File: src/rtl/core/pbws_pkg.sv
// Shared types and constants for the protobuf wire stream parser.
`timescale 1ns / 1ps
`default_nettype none
package pbws_pkg;

   typedef enum logic [2:0] {
      PH_TAG     = 3'd0,
      PH_VARVAL  = 3'd1,
      PH_LEN     = 3'd2,
      PH_PAYLOAD = 3'd3,
      PH_FIXED   = 3'd4,
      PH_DISCARD = 3'd5
   } phase_type;

   localparam logic [2:0] EV_VARINT  = 3'd0;
   localparam logic [2:0] EV_LEN_HDR = 3'd1;
   localparam logic [2:0] EV_PAYLOAD = 3'd2;
   localparam logic [2:0] EV_FIXED64 = 3'd3;
   localparam logic [2:0] EV_FIXED32 = 3'd4;
   localparam logic [2:0] EV_ERROR   = 3'd5;

   localparam logic [2:0] ERR_NONE      = 3'd0;
   localparam logic [2:0] ERR_OVERLONG  = 3'd1;
   localparam logic [2:0] ERR_BAD_WIRE  = 3'd2;
   localparam logic [2:0] ERR_TRUNCATED = 3'd3;
   localparam logic [2:0] ERR_TOO_LONG  = 3'd4;

   localparam logic [2:0] WIRE_VARINT  = 3'd0;
   localparam logic [2:0] WIRE_FIXED64 = 3'd1;
   localparam logic [2:0] WIRE_LEN     = 3'd2;
   localparam logic [2:0] WIRE_FIXED32 = 3'd5;

   localparam logic [3:0] VARINT_LAST_BYTE = 4'd9;
   localparam logic [6:0] VARINT_DIGIT     = 7'd7;
   localparam int         FIXED64_BYTES    = 8;
   localparam int         FIXED32_BYTES    = 4;

   typedef struct packed {
      logic [7:0] data_byte;
      logic       message_end;
   } req_type;

   typedef struct packed {
      logic [2:0]  event_kind;
      logic [31:0] field_id;
      logic [2:0]  wire_kind;
      logic [63:0] field_value;
      logic [2:0]  error_code;
      logic        at_message_end;
   } rsp_type;

endpackage
`default_nettype wire

File: src/rtl/core/pbws_if.sv
// Valid/ready channel interfaces for message bytes and parse events.
`timescale 1ns / 1ps
`default_nettype none
interface pbws_req_if;
   logic       valid;
   logic       ready;
   logic [7:0] data_byte;
   logic       message_end;

   modport source (output valid, output data_byte, output message_end, input ready);
   modport sink (input valid, input data_byte, input message_end, output ready);
endinterface

interface pbws_rsp_if;
   logic        valid;
   logic        ready;
   logic [2:0]  event_kind;
   logic [31:0] field_id;
   logic [2:0]  wire_kind;
   logic [63:0] field_value;
   logic [2:0]  error_code;
   logic        at_message_end;

   modport source (output valid, output event_kind, output field_id, output wire_kind,
                   output field_value, output error_code, output at_message_end,
                   input ready);
   modport sink (input valid, input event_kind, input field_id, input wire_kind,
                 input field_value, input error_code, input at_message_end,
                 output ready);
endinterface
`default_nettype wire

File: src/rtl/core/protobuf_wire_stream_parser_core.sv
// Top level of the protobuf wire format stream parser.
// The request channel carries one message byte per request, with message_end set
// on the last byte of each message. The response channel carries parse events:
// varint values, length headers, payload bytes, fixed field skips and errors.
// A byte that completes nothing gives no response.
// A request is registered at the input, decoded against the parse state when
// the output register is free or being emptied, and its event is registered
// at the output. One request is accepted per cycle for as long as the output
// register is free or being emptied; the rate is set by the decode step that
// updates the parse state.
// When the receiver stalls, the pending event holds in the output register, one
// more request waits in the input register, and ready then drops.
// Reset clears both registers and returns the parser to expecting a tag.
// After an error, bytes are dropped silently up to the next message end.
// LEN_BITS sets the largest accepted length: below 2 to the power LEN_BITS.
`timescale 1ns / 1ps
`default_nettype none
module protobuf_wire_stream_parser_core #(
   parameter int LEN_BITS = 32
) (
   input  wire logic  clock,
   input  wire logic  reset,
   pbws_req_if.sink   req_chan,
   pbws_rsp_if.source rsp_chan
);
   import pbws_pkg::*;

   req_type held_req;
   logic    held_valid;
   logic    can_load;
   logic    advance;
   logic    result_valid;
   rsp_type result;

   assign advance = held_valid && can_load;

   pbws_in_stage u_in_stage (
      .clock      (clock),
      .reset      (reset),
      .req_chan   (req_chan),
      .advance    (advance),
      .held_req   (held_req),
      .held_valid (held_valid)
   );

   pbws_decoder #(
      .LEN_BITS (LEN_BITS)
   ) u_decoder (
      .clock        (clock),
      .reset        (reset),
      .step         (advance),
      .cur_req      (held_req),
      .result_valid (result_valid),
      .result       (result)
   );

   pbws_out_stage u_out_stage (
      .clock        (clock),
      .reset        (reset),
      .load         (advance),
      .result_valid (result_valid),
      .result       (result),
      .can_load     (can_load),
      .rsp_chan     (rsp_chan)
   );

endmodule
`default_nettype wire

File: src/rtl/core/pbws_in_stage.sv
// Input register that holds one request byte until the decoder takes it.
`timescale 1ns / 1ps
`default_nettype none
module pbws_in_stage (
   input  wire logic             clock,
   input  wire logic             reset,
   pbws_req_if.sink              req_chan,
   input  wire logic             advance,
   output pbws_pkg::req_type     held_req,
   output logic                  held_valid
);
   import pbws_pkg::*;

   logic    valid_ff;
   logic    valid_in;
   req_type req_ff;
   req_type req_in;
   logic    take;

   assign req_chan.ready = !valid_ff || advance;
   assign take = req_chan.valid && req_chan.ready;

   always_comb begin
      valid_in = valid_ff;
      req_in = req_ff;
      if (take) begin
         valid_in = 1'b1;
         req_in.data_byte = req_chan.data_byte;
         req_in.message_end = req_chan.message_end;
      end else if (advance) begin
         valid_in = 1'b0;
      end
   end

   always_ff @(posedge clock) begin
      if (reset) begin
         valid_ff <= 1'b0;
      end else begin
         valid_ff <= valid_in;
      end
   end

   always_ff @(posedge clock) begin
      req_ff <= req_in;
   end

   assign held_req = req_ff;
   assign held_valid = valid_ff;

endmodule
`default_nettype wire

File: src/rtl/core/pbws_decoder.sv
// Parse state and the per-byte wire format decode step.
`timescale 1ns / 1ps
`default_nettype none
module pbws_decoder #(
   parameter int LEN_BITS = 32
) (
   input  wire logic             clock,
   input  wire logic             reset,
   input  wire logic             step,
   input  wire pbws_pkg::req_type cur_req,
   output logic                  result_valid,
   output pbws_pkg::rsp_type     result
);
   import pbws_pkg::*;

   localparam logic [63:0] LenMask = ~((64'd1 << LEN_BITS) - 64'd1);

   phase_type             phase_ff, phase_in;
   logic [63:0]           acc_ff, acc_in;
   logic [3:0]            shift_count_ff, shift_count_in;
   logic [31:0]           field_ff, field_in;
   logic [2:0]            wire_ff, wire_in;
   logic [LEN_BITS-1:0]   bytes_left_ff, bytes_left_in;

   logic [5:0]            shift_amt;
   logic [63:0]           acc_new;
   logic [3:0]            shift_inc;
   logic                  is_long;
   logic                  is_more;
   logic                  end_flag;
   logic [31:0]           tag_field;
   logic [2:0]            tag_wire;
   logic                  wire_ok;
   logic                  len_over;
   logic                  len_zero;
   logic [LEN_BITS-1:0]   left_dec;
   logic                  left_last;

   assign end_flag = cur_req.message_end;
   assign shift_amt = 6'(7'(shift_count_ff) * VARINT_DIGIT);
   assign acc_new = acc_ff | ({57'd0, cur_req.data_byte[6:0]} << shift_amt);
   assign shift_inc = shift_count_ff + 4'd1;
   assign is_long = cur_req.data_byte[7] && (shift_count_ff == VARINT_LAST_BYTE);
   assign is_more = cur_req.data_byte[7] && !is_long;
   assign tag_field = acc_new[34:3];
   assign tag_wire = acc_new[2:0];
   assign wire_ok = (tag_wire == WIRE_VARINT) || (tag_wire == WIRE_FIXED64) ||
                    (tag_wire == WIRE_LEN) || (tag_wire == WIRE_FIXED32);
   assign len_over = |(acc_new & LenMask);
   assign len_zero = (acc_new == 64'd0);
   assign left_dec = bytes_left_ff - LEN_BITS'(1);
   assign left_last = (left_dec == '0);

   // Next parse state.
   always_comb begin
      phase_in = phase_ff;
      acc_in = acc_ff;
      shift_count_in = shift_count_ff;
      field_in = field_ff;
      wire_in = wire_ff;
      bytes_left_in = bytes_left_ff;
      unique case (phase_ff) inside
         PH_DISCARD: begin
            if (end_flag) begin
               phase_in = PH_TAG;
               acc_in = '0;
               shift_count_in = '0;
            end
         end
         PH_VARVAL, PH_LEN: begin
            if (is_long || (is_more && end_flag) ||
                (!is_more && phase_ff == PH_LEN && !len_over && !len_zero && end_flag)) begin
               phase_in = end_flag ? PH_TAG : PH_DISCARD;
               acc_in = '0;
               shift_count_in = '0;
            end else if (is_more) begin
               acc_in = acc_new;
               shift_count_in = shift_inc;
            end else if (phase_ff == PH_VARVAL || len_over || len_zero) begin
               phase_in = (phase_ff == PH_LEN && len_over && !end_flag) ? PH_DISCARD : PH_TAG;
               acc_in = '0;
               shift_count_in = '0;
            end else begin
               acc_in = acc_new;
               bytes_left_in = acc_new[LEN_BITS-1:0];
               phase_in = PH_PAYLOAD;
            end
         end
         PH_PAYLOAD, PH_FIXED: begin
            bytes_left_in = left_dec;
            if (left_last || end_flag) begin
               phase_in = PH_TAG;
               acc_in = '0;
               shift_count_in = '0;
            end
         end
         PH_TAG: begin
            if (is_long || (is_more && end_flag)) begin
               phase_in = end_flag ? PH_TAG : PH_DISCARD;
               acc_in = '0;
               shift_count_in = '0;
            end else if (is_more) begin
               acc_in = acc_new;
               shift_count_in = shift_inc;
            end else begin
               field_in = tag_field;
               wire_in = tag_wire;
               acc_in = '0;
               shift_count_in = '0;
               if (!wire_ok) begin
                  phase_in = end_flag ? PH_TAG : PH_DISCARD;
               end else if (end_flag) begin
                  phase_in = PH_TAG;
               end else if (tag_wire == WIRE_VARINT) begin
                  phase_in = PH_VARVAL;
               end else if (tag_wire == WIRE_LEN) begin
                  phase_in = PH_LEN;
               end else begin
                  phase_in = PH_FIXED;
                  bytes_left_in = (tag_wire == WIRE_FIXED64) ? LEN_BITS'(FIXED64_BYTES)
                                                             : LEN_BITS'(FIXED32_BYTES);
               end
            end
         end
         default: begin
            phase_in = PH_TAG;
         end
      endcase
   end

   // Event produced for the current byte.
   always_comb begin
      result_valid = 1'b0;
      result.event_kind = EV_ERROR;
      result.field_id = field_ff;
      result.wire_kind = wire_ff;
      result.field_value = '0;
      result.error_code = ERR_NONE;
      result.at_message_end = end_flag;
      unique case (phase_ff) inside
         PH_DISCARD: begin
            result_valid = 1'b0;
         end
         PH_VARVAL, PH_LEN: begin
            if (is_long) begin
               result_valid = 1'b1;
               result.error_code = ERR_OVERLONG;
            end else if (is_more) begin
               result_valid = end_flag;
               result.error_code = ERR_TRUNCATED;
            end else if (phase_ff == PH_VARVAL) begin
               result_valid = 1'b1;
               result.event_kind = EV_VARINT;
               result.field_value = acc_new;
            end else if (len_over) begin
               result_valid = 1'b1;
               result.error_code = ERR_TOO_LONG;
            end else if (!len_zero && end_flag) begin
               result_valid = 1'b1;
               result.error_code = ERR_TRUNCATED;
            end else begin
               result_valid = 1'b1;
               result.event_kind = EV_LEN_HDR;
               result.field_value = acc_new;
            end
         end
         PH_PAYLOAD: begin
            result_valid = 1'b1;
            if (!left_last && end_flag) begin
               result.error_code = ERR_TRUNCATED;
            end else begin
               result.event_kind = EV_PAYLOAD;
               result.field_value = {56'd0, cur_req.data_byte};
            end
         end
         PH_FIXED: begin
            if (left_last) begin
               result_valid = 1'b1;
               result.event_kind = (wire_ff == WIRE_FIXED64) ? EV_FIXED64 : EV_FIXED32;
            end else if (end_flag) begin
               result_valid = 1'b1;
               result.error_code = ERR_TRUNCATED;
            end
         end
         PH_TAG: begin
            if (is_long || is_more) begin
               result_valid = is_long || end_flag;
               result.field_id = '0;
               result.wire_kind = '0;
               result.error_code = is_long ? ERR_OVERLONG : ERR_TRUNCATED;
            end else begin
               result_valid = !wire_ok || end_flag;
               result.field_id = tag_field;
               result.wire_kind = tag_wire;
               result.error_code = wire_ok ? ERR_TRUNCATED : ERR_BAD_WIRE;
            end
         end
         default: begin
            result_valid = 1'b0;
         end
      endcase
   end

   always_ff @(posedge clock) begin
      if (reset) begin
         phase_ff <= PH_TAG;
         acc_ff <= '0;
         shift_count_ff <= '0;
         field_ff <= '0;
         wire_ff <= '0;
         bytes_left_ff <= '0;
      end else if (step) begin
         phase_ff <= phase_in;
         acc_ff <= acc_in;
         shift_count_ff <= shift_count_in;
         field_ff <= field_in;
         wire_ff <= wire_in;
         bytes_left_ff <= bytes_left_in;
      end
   end

   a_discard_silent: assert property (@(posedge clock) disable iff (reset)
      step && phase_ff == PH_DISCARD |-> !result_valid)
      else $error("result produced while discarding");

   a_error_leaves_idle: assert property (@(posedge clock) disable iff (reset)
      step && result_valid && result.event_kind == EV_ERROR
      |=> phase_ff == PH_TAG || phase_ff == PH_DISCARD)
      else $error("error did not return the parser to tag or discard");

   a_shift_bound: assert property (@(posedge clock) disable iff (reset)
      shift_count_ff <= VARINT_LAST_BYTE)
      else $error("varint byte count out of range");

   a_left_nonzero: assert property (@(posedge clock) disable iff (reset)
      phase_ff == PH_PAYLOAD || phase_ff == PH_FIXED |-> bytes_left_ff != '0)
      else $error("byte counter empty inside a field body");

endmodule
`default_nettype wire

File: src/rtl/core/pbws_out_stage.sv
// Result register that holds one event until the receiver takes it.
`timescale 1ns / 1ps
`default_nettype none
module pbws_out_stage (
   input  wire logic             clock,
   input  wire logic             reset,
   input  wire logic             load,
   input  wire logic             result_valid,
   input  wire pbws_pkg::rsp_type result,
   output logic                  can_load,
   pbws_rsp_if.source            rsp_chan
);
   import pbws_pkg::*;

   logic    valid_ff;
   logic    valid_in;
   rsp_type rsp_ff;
   rsp_type rsp_in;

   assign can_load = !valid_ff || rsp_chan.ready;

   always_comb begin
      valid_in = valid_ff && !rsp_chan.ready;
      rsp_in = rsp_ff;
      if (load) begin
         valid_in = result_valid;
         rsp_in = result;
      end
   end

   always_ff @(posedge clock) begin
      if (reset) begin
         valid_ff <= 1'b0;
      end else begin
         valid_ff <= valid_in;
      end
   end

   always_ff @(posedge clock) begin
      rsp_ff <= rsp_in;
   end

   assign rsp_chan.valid = valid_ff;
   assign rsp_chan.event_kind = rsp_ff.event_kind;
   assign rsp_chan.field_id = rsp_ff.field_id;
   assign rsp_chan.wire_kind = rsp_ff.wire_kind;
   assign rsp_chan.field_value = rsp_ff.field_value;
   assign rsp_chan.error_code = rsp_ff.error_code;
   assign rsp_chan.at_message_end = rsp_ff.at_message_end;

endmodule
`default_nettype wire

File: src/flat_wrapper.sv
// flat-port wrapper written by rule: the top's interface ports become plain ports
module protobuf_wire_stream_parser_core_flat import pbws_pkg::*;
#(
   parameter int LEN_BITS = 32
)
  (clock, reset, req_chan_valid, req_chan_data_byte, req_chan_message_end, req_chan_ready, rsp_chan_valid, rsp_chan_event_kind, rsp_chan_field_id, rsp_chan_wire_kind, rsp_chan_field_value, rsp_chan_error_code, rsp_chan_at_message_end, rsp_chan_ready);
  pbws_req_if req_chan_i ();
  pbws_rsp_if rsp_chan_i ();
  input  wire logic clock;
  input  wire logic reset;
  input wire logic [$bits(req_chan_i.valid)-1:0] req_chan_valid;
  input wire logic [$bits(req_chan_i.data_byte)-1:0] req_chan_data_byte;
  input wire logic [$bits(req_chan_i.message_end)-1:0] req_chan_message_end;
  output wire logic [$bits(req_chan_i.ready)-1:0] req_chan_ready;
  output wire logic [$bits(rsp_chan_i.valid)-1:0] rsp_chan_valid;
  output wire logic [$bits(rsp_chan_i.event_kind)-1:0] rsp_chan_event_kind;
  output wire logic [$bits(rsp_chan_i.field_id)-1:0] rsp_chan_field_id;
  output wire logic [$bits(rsp_chan_i.wire_kind)-1:0] rsp_chan_wire_kind;
  output wire logic [$bits(rsp_chan_i.field_value)-1:0] rsp_chan_field_value;
  output wire logic [$bits(rsp_chan_i.error_code)-1:0] rsp_chan_error_code;
  output wire logic [$bits(rsp_chan_i.at_message_end)-1:0] rsp_chan_at_message_end;
  input wire logic [$bits(rsp_chan_i.ready)-1:0] rsp_chan_ready;
  assign req_chan_i.valid = req_chan_valid;
  assign req_chan_i.data_byte = req_chan_data_byte;
  assign req_chan_i.message_end = req_chan_message_end;
  assign req_chan_ready = req_chan_i.ready;
  assign rsp_chan_valid = rsp_chan_i.valid;
  assign rsp_chan_event_kind = rsp_chan_i.event_kind;
  assign rsp_chan_field_id = rsp_chan_i.field_id;
  assign rsp_chan_wire_kind = rsp_chan_i.wire_kind;
  assign rsp_chan_field_value = rsp_chan_i.field_value;
  assign rsp_chan_error_code = rsp_chan_i.error_code;
  assign rsp_chan_at_message_end = rsp_chan_i.at_message_end;
  assign rsp_chan_i.ready = rsp_chan_ready;
  protobuf_wire_stream_parser_core #(.LEN_BITS(LEN_BITS)) u_core (.clock(clock), .reset(reset), .req_chan(req_chan_i), .rsp_chan(rsp_chan_i));
endmodule
File: config.mk
export PLATFORM = sky130hd
export DESIGN_NAME = protobuf_wire_stream_parser_core_flat
export DESIGN_NICKNAME = d
export VERILOG_FILES = /design/src/rtl/core/pbws_pkg.sv /design/src/rtl/core/pbws_if.sv /design/src/rtl/core/protobuf_wire_stream_parser_core.sv /design/src/rtl/core/pbws_in_stage.sv /design/src/rtl/core/pbws_decoder.sv /design/src/rtl/core/pbws_out_stage.sv /design/src/flat_wrapper.sv
export SDC_FILE = /design/constraint.sdc
export NUM_CORES = 1
export LEC_CHECK = 0
export ABC_AREA = 1
export BUFFER_PORTS_ARGS = -buffer_cell sky130_fd_sc_hd__buf_2
export CELL_PAD_IN_SITES_DETAIL_PLACEMENT = 1
export CELL_PAD_IN_SITES_GLOBAL_PLACEMENT = 2
export CORE_MARGIN = 2
export CORE_UTILIZATION = 35
export CTS_CLUSTER_DIAMETER = 120
export CTS_CLUSTER_SIZE = 16
export DETAILED_ROUTE_END_ITERATION = 10
export PLACE_DENSITY = 0.89
export SLEW_MARGIN = 20
export SYNTH_ARGS = -nofsm -noshare
export SYNTH_HDL_FRONTEND = slang
export SYNTH_HIERARCHICAL = 1
export SYNTH_SLANG_ARGS = --single-unit
File: constraint.sdc
create_clock -name clock -period 4.3 [get_ports clock]
set_input_delay 0.215 -clock clock [delete_from_list [all_inputs] [get_ports clock]]
set_output_delay 0.215 -clock clock [all_outputs]
set_load 0.005 [all_outputs]
==> results by group <==
Synth
  – Number of synthesized flops with an enable pin: between 100 and 150
  – Synth async-reset ratio: 0%
  – Post-synthesis xor/xnor area fraction: 1.71%
  – Syn_nets: 2014
  – Synthesis warning total: 6
  – Dominant cells by area after synthesis: edfxtp_1 (24%), dfxtp_1 (20%), nand2_1 (15%)
  – Unique cell type count in the Yosys netlist: 42
  – Yosys reg bits: 255
  – Largest family of logic cells by synthesized area: simple AND/OR/NAND/NOR gates
  – Simple-gate portion of the synthesized area: 28.6%
  – Syn Inst Count: 1988
  – Compound-Gate Fraction of Synth Area: 14.8%
  – Synth area leader: edfxtp_1
  – Average cell area after synthesis: 7.21 sq um
  – Top_reg_cell synth: dfxtp_1
  – Adder-cell area share of the yosys netlist: 1.34%
  – Seq/Total Area, Yosys: 43.6%
  – Post-Syn Area: 0.0143 sq mm
  – Share of the synthesized area in the top cell type: 24.1%
  – Post-synthesis mux area share: 0%

CTS
  – H-tree depth: 1
  – CTS sink cnt: approximately 260
  – Clock buffer depth: 3
  – TritonCTS clock tree: built
  – CTS buffer count: 19
  – Worst-skew pair later-pin latency: 530 ps
  – Clock-pin slew on the worst setup and hold paths: 70 ps
  – CTS Root Cell: clkbuf_16

Routing
  – First-pass detailed-route iteration total: 7
  – Post-DRT Antenna Nets: 0
  – Final WL: around 56 mm
  – Residual DRC count: 0
  – Iter 0 DRT Violations: approximately 1100
  – Vias per inst: 5.37
  – Wire per inst: about 20 um
  – Routed via count: between 10000 and 15000

Timing
  – Clk_skew: between 15 and 20 ps
  – Worst-Margin Slew: 1110 ps
  – Minimum clock period: ~4300 ps
  – Final setup margin: -44.0 ps
  – Final worst path period share: 101%
  – Max_slew headroom: about a quarter
  – Max Slew Vio Count: 0
  – Final Hold Violating Endpoints: 0
  – Setup TNS: -59.8 ps
  – Endpoints failing setup: 2
  – Fmax: between 200 and 250 MHz
  – RSZ-0062 raised after global routing: true

Final layout
  – Most common cell after layout, fill and taps aside: nand2_1
  – Share of layout cells above drive strength 1: 21.6%
  – Final Util: 44.2%
  – # diodes: 0
  – Nets: 2217
  – P&R area growth vs syn: 25.2%
  – Most frequent cells in the layout: nand2_1 (541), inv_1 (187), a21oi_1 (182)
  – Final Cell Area: 0.0179 sq mm
  – Non-Filler Instances: around 2700

Setup path
  – FF-to-FF setup slack: -40 ps
  – Setup crit end kind: flop
  – Critical Path End: u_core/u_out_stage/rsp_chan.field_value[35]$_DFFE_PP_
  – WP data required: 4670 ps
  – CP Depth: 25
  – Worst r2r path cells: 25
  – Crit path kind: reg2reg
  – Reg-to-reg endpoint: u_core/u_out_stage/rsp_chan.field_value[35]$_DFFE_PP_
  – Top cell by count, worst path: inv_2
  – Critical-path top delay cell: fa_1
  – Sum of buffers and inverters on the critical path: 11
  – Critical Path Source: u_core/u_decoder/shift_count_ff[0]$_SDFFE_PP0P_
  – Delay of the slowest cell on the worst path: 530 ps
  – Top delay family on crit path: simple AND/OR/NAND/NOR gates
  – Worst EP arrival: between 4000 and 5000 ps
  – Element type at the critical path start: flop
  – R2R Path Start: u_core/u_decoder/shift_count_ff[0]$_SDFFE_PP0P_
  – CP max FO: 6

Place
  – Routability congestion estimate: 0.974
  – DP Area: 0.0161 sq mm
  – Post-detail-place hpwl: 38.7 mm
  – Placed instance count: around 2700
  – Port Buffers: 120

Pwr
  – Pwr/cell area: 348 mW/mm^2
  – Peak VDD IR: about 290 uV
  – Lkg Pwr: between 7 and 8 nW
  – Tot Pwr: ~6.2 mW

Die
  – I/O pin cnt: about 120
  – Core area: 0.0406 sq mm
  – Chip Height: 206 um
  – Die Area: ~0.043 sq mm
  – Die X: 206 um
  – Row cnt: 74
  – Initial Utilization: 35.3%

Worst hold path
  – Hold Crit Depth: 2
  – Min-Delay Path Class: in2reg

Global route
  – Largest net degree at the start of global routing: 65
  – Grt ovf: 0
  – Total Routing Usage GR: 25.6%
  – Initial antenna violation count: 0
  – Vias in the first global route: 14500
  – First-pass GRT wire length: 84.1 mm

Run status
  – Failing checks: negative setup slack
  – Outcome: complete, but fails checks

Flow run
  – # Max-Cap Violations: 0
-- sequential cells by signal, summed over array words and instances (netlist names) --
name / count
u_core/u_in_stage/held_req: 9
u_core/u_out_stage/rsp_chan.error_code: 3
u_core/u_decoder/bytes_left_ff: 32
u_core/u_out_stage/rsp_chan.event_kind: 3
u_core/u_decoder/acc_ff: 64
u_core/u_decoder/wire_ff: 3
u_core/u_decoder/field_ff: 32
u_core/u_in_stage/held_valid: 1
u_core/u_decoder/shift_count_ff: 4
u_core/u_out_stage/rsp_chan.field_id: 32
u_core/u_out_stage/rsp_chan.field_value: 64
u_core/u_out_stage/rsp_chan.wire_kind: 3
u_core/u_out_stage/rsp_chan.valid: 1
u_core/u_decoder/phase_ff: 3
u_core/u_out_stage/rsp_chan.at_message_end: 1
-- worst reg2reg max path, stage by stage (launching register included) --
cell and delay, ps:
dfxtp_2 350, inv_2 50, fa_1 530, inv_1 60
ha_2 180, inv_2 60, fa_2 500, clkinv_4 110
buf_6 130, buf_4 120, nand3_4 110, nand4_1 150
nand2_1 100, nor2_1 110, nand2_1 100, buf_4 160
inv_2 50, nand2_2 50, nor2_4 180, nand2_4 100
nor3_4 260, a21oi_4 60, buf_12 160, buf_12 150
clkbuf_16 180, nor3_4 180
-- synthesized netlist by cell type (2+ instances only) --
library cell  instances
a2111oi_0            24
inv_1               201
fa_1                  4
o211ai_1              2
buf_1                 8
clkinv_1              3
a22oi_1              25
nor2_2                7
nand3_1             119
ha_1                  9
nor2_4                2
nand2_2               2
a21oi_1             197
a21oi_2               3
nand3b_1              4
nand4_1              37
nand2_1             560
o21bai_1             20
dfxtp_1             140
inv_2                 5
buf_2                32
nor2_1              211
clkbuf_1             57
o22ai_1              10
a31oi_1               6
nor4_1                2
o21ai_0              81
buf_6                13
xor2_1               19
edfxtp_1            115
or2_2                 2
buf_4                11
nand3_2               4
nor3_1               36
xnor2_1               9
o21ai_1               2
-- layout make-up --
| cell class | count | area (sq um) |
|---|---|---|
| Inverter | 209 | 792 |
| Clock buffer | 33 | 528 |
| Fill cell | 5038 | 22700 |
| Tap cell | 532 | 666 |
| Multi-Input combinational cell | 1403 | 7310 |
| Sequential cell | 255 | 6260 |
| Clock inverter | 1 | 8.76 |
| Timing Repair Buffer | 303 | 2380 |
-- logic make-up (layout without fill, tap and decap cells) --
kind of cell               count (synthesis)  after routing
and+or+nand+nor                          989            990
AOI/OAI and AO/OA                        372            372
DFF                                      255            255
buffers and inverters                    331            546
adders and majority gates                 13             13
xor gates and xnor gates                  28             28
-- where the power goes --
part	switching [mW]	internal (mW)	total (mW)
logic	1.21	0.542	1.75
clock network	0.894	0.840	1.73
registers	0.0814	2.68	2.76
total	2.18	4.06	6.24
-- stage by stage --
stage               hold WS [ps]  setup slack, ps
finish                       267            -44.0
global route                 279             -131
CTS                          249             7.87
detailed placement           394             -485
global placement             395             -377
floorplan                    277              318
-- how the worst min path moves through the flow --
stage                                     from                                         to  slack [ps]
final                                    reset  u_core/u_in_stage/held_valid$_SDFFE_PP0P_         270
after global routing                     reset  u_core/u_in_stage/held_valid$_SDFFE_PP0P_         280
after CTS                                reset  u_core/u_in_stage/held_valid$_SDFFE_PP0P_         250
after detailed placement  req_chan_message_end    u_core/u_in_stage/held_req[0]$_DFFE_PP_         390
after global placement    req_chan_message_end    u_core/u_in_stage/held_req[0]$_DFFE_PP_         390
after floorplan                          reset  u_core/u_in_stage/held_valid$_SDFFE_PP0P_         280
-- routing by layer --
layer  vias up  global-route usage (%)  wire, um
li1       6934                       -         -
met1      7225                    35.4     25500
met2       433                    41.2     25500
met3        99                    3.39      2900
met4         0                    8.16      1920
met5         -                       0         0
-- timing repair --
item,in CTS,in global routing
endpoints found under the setup margin,137,137
gates cloned,3,5
pin swaps,4,27
resized for setup,50,142
buffers inserted,8,25
hold buffers,11,0
hold endpoints to repair,11,0
No activity file was read; power rests on OpenSTA's default activity.
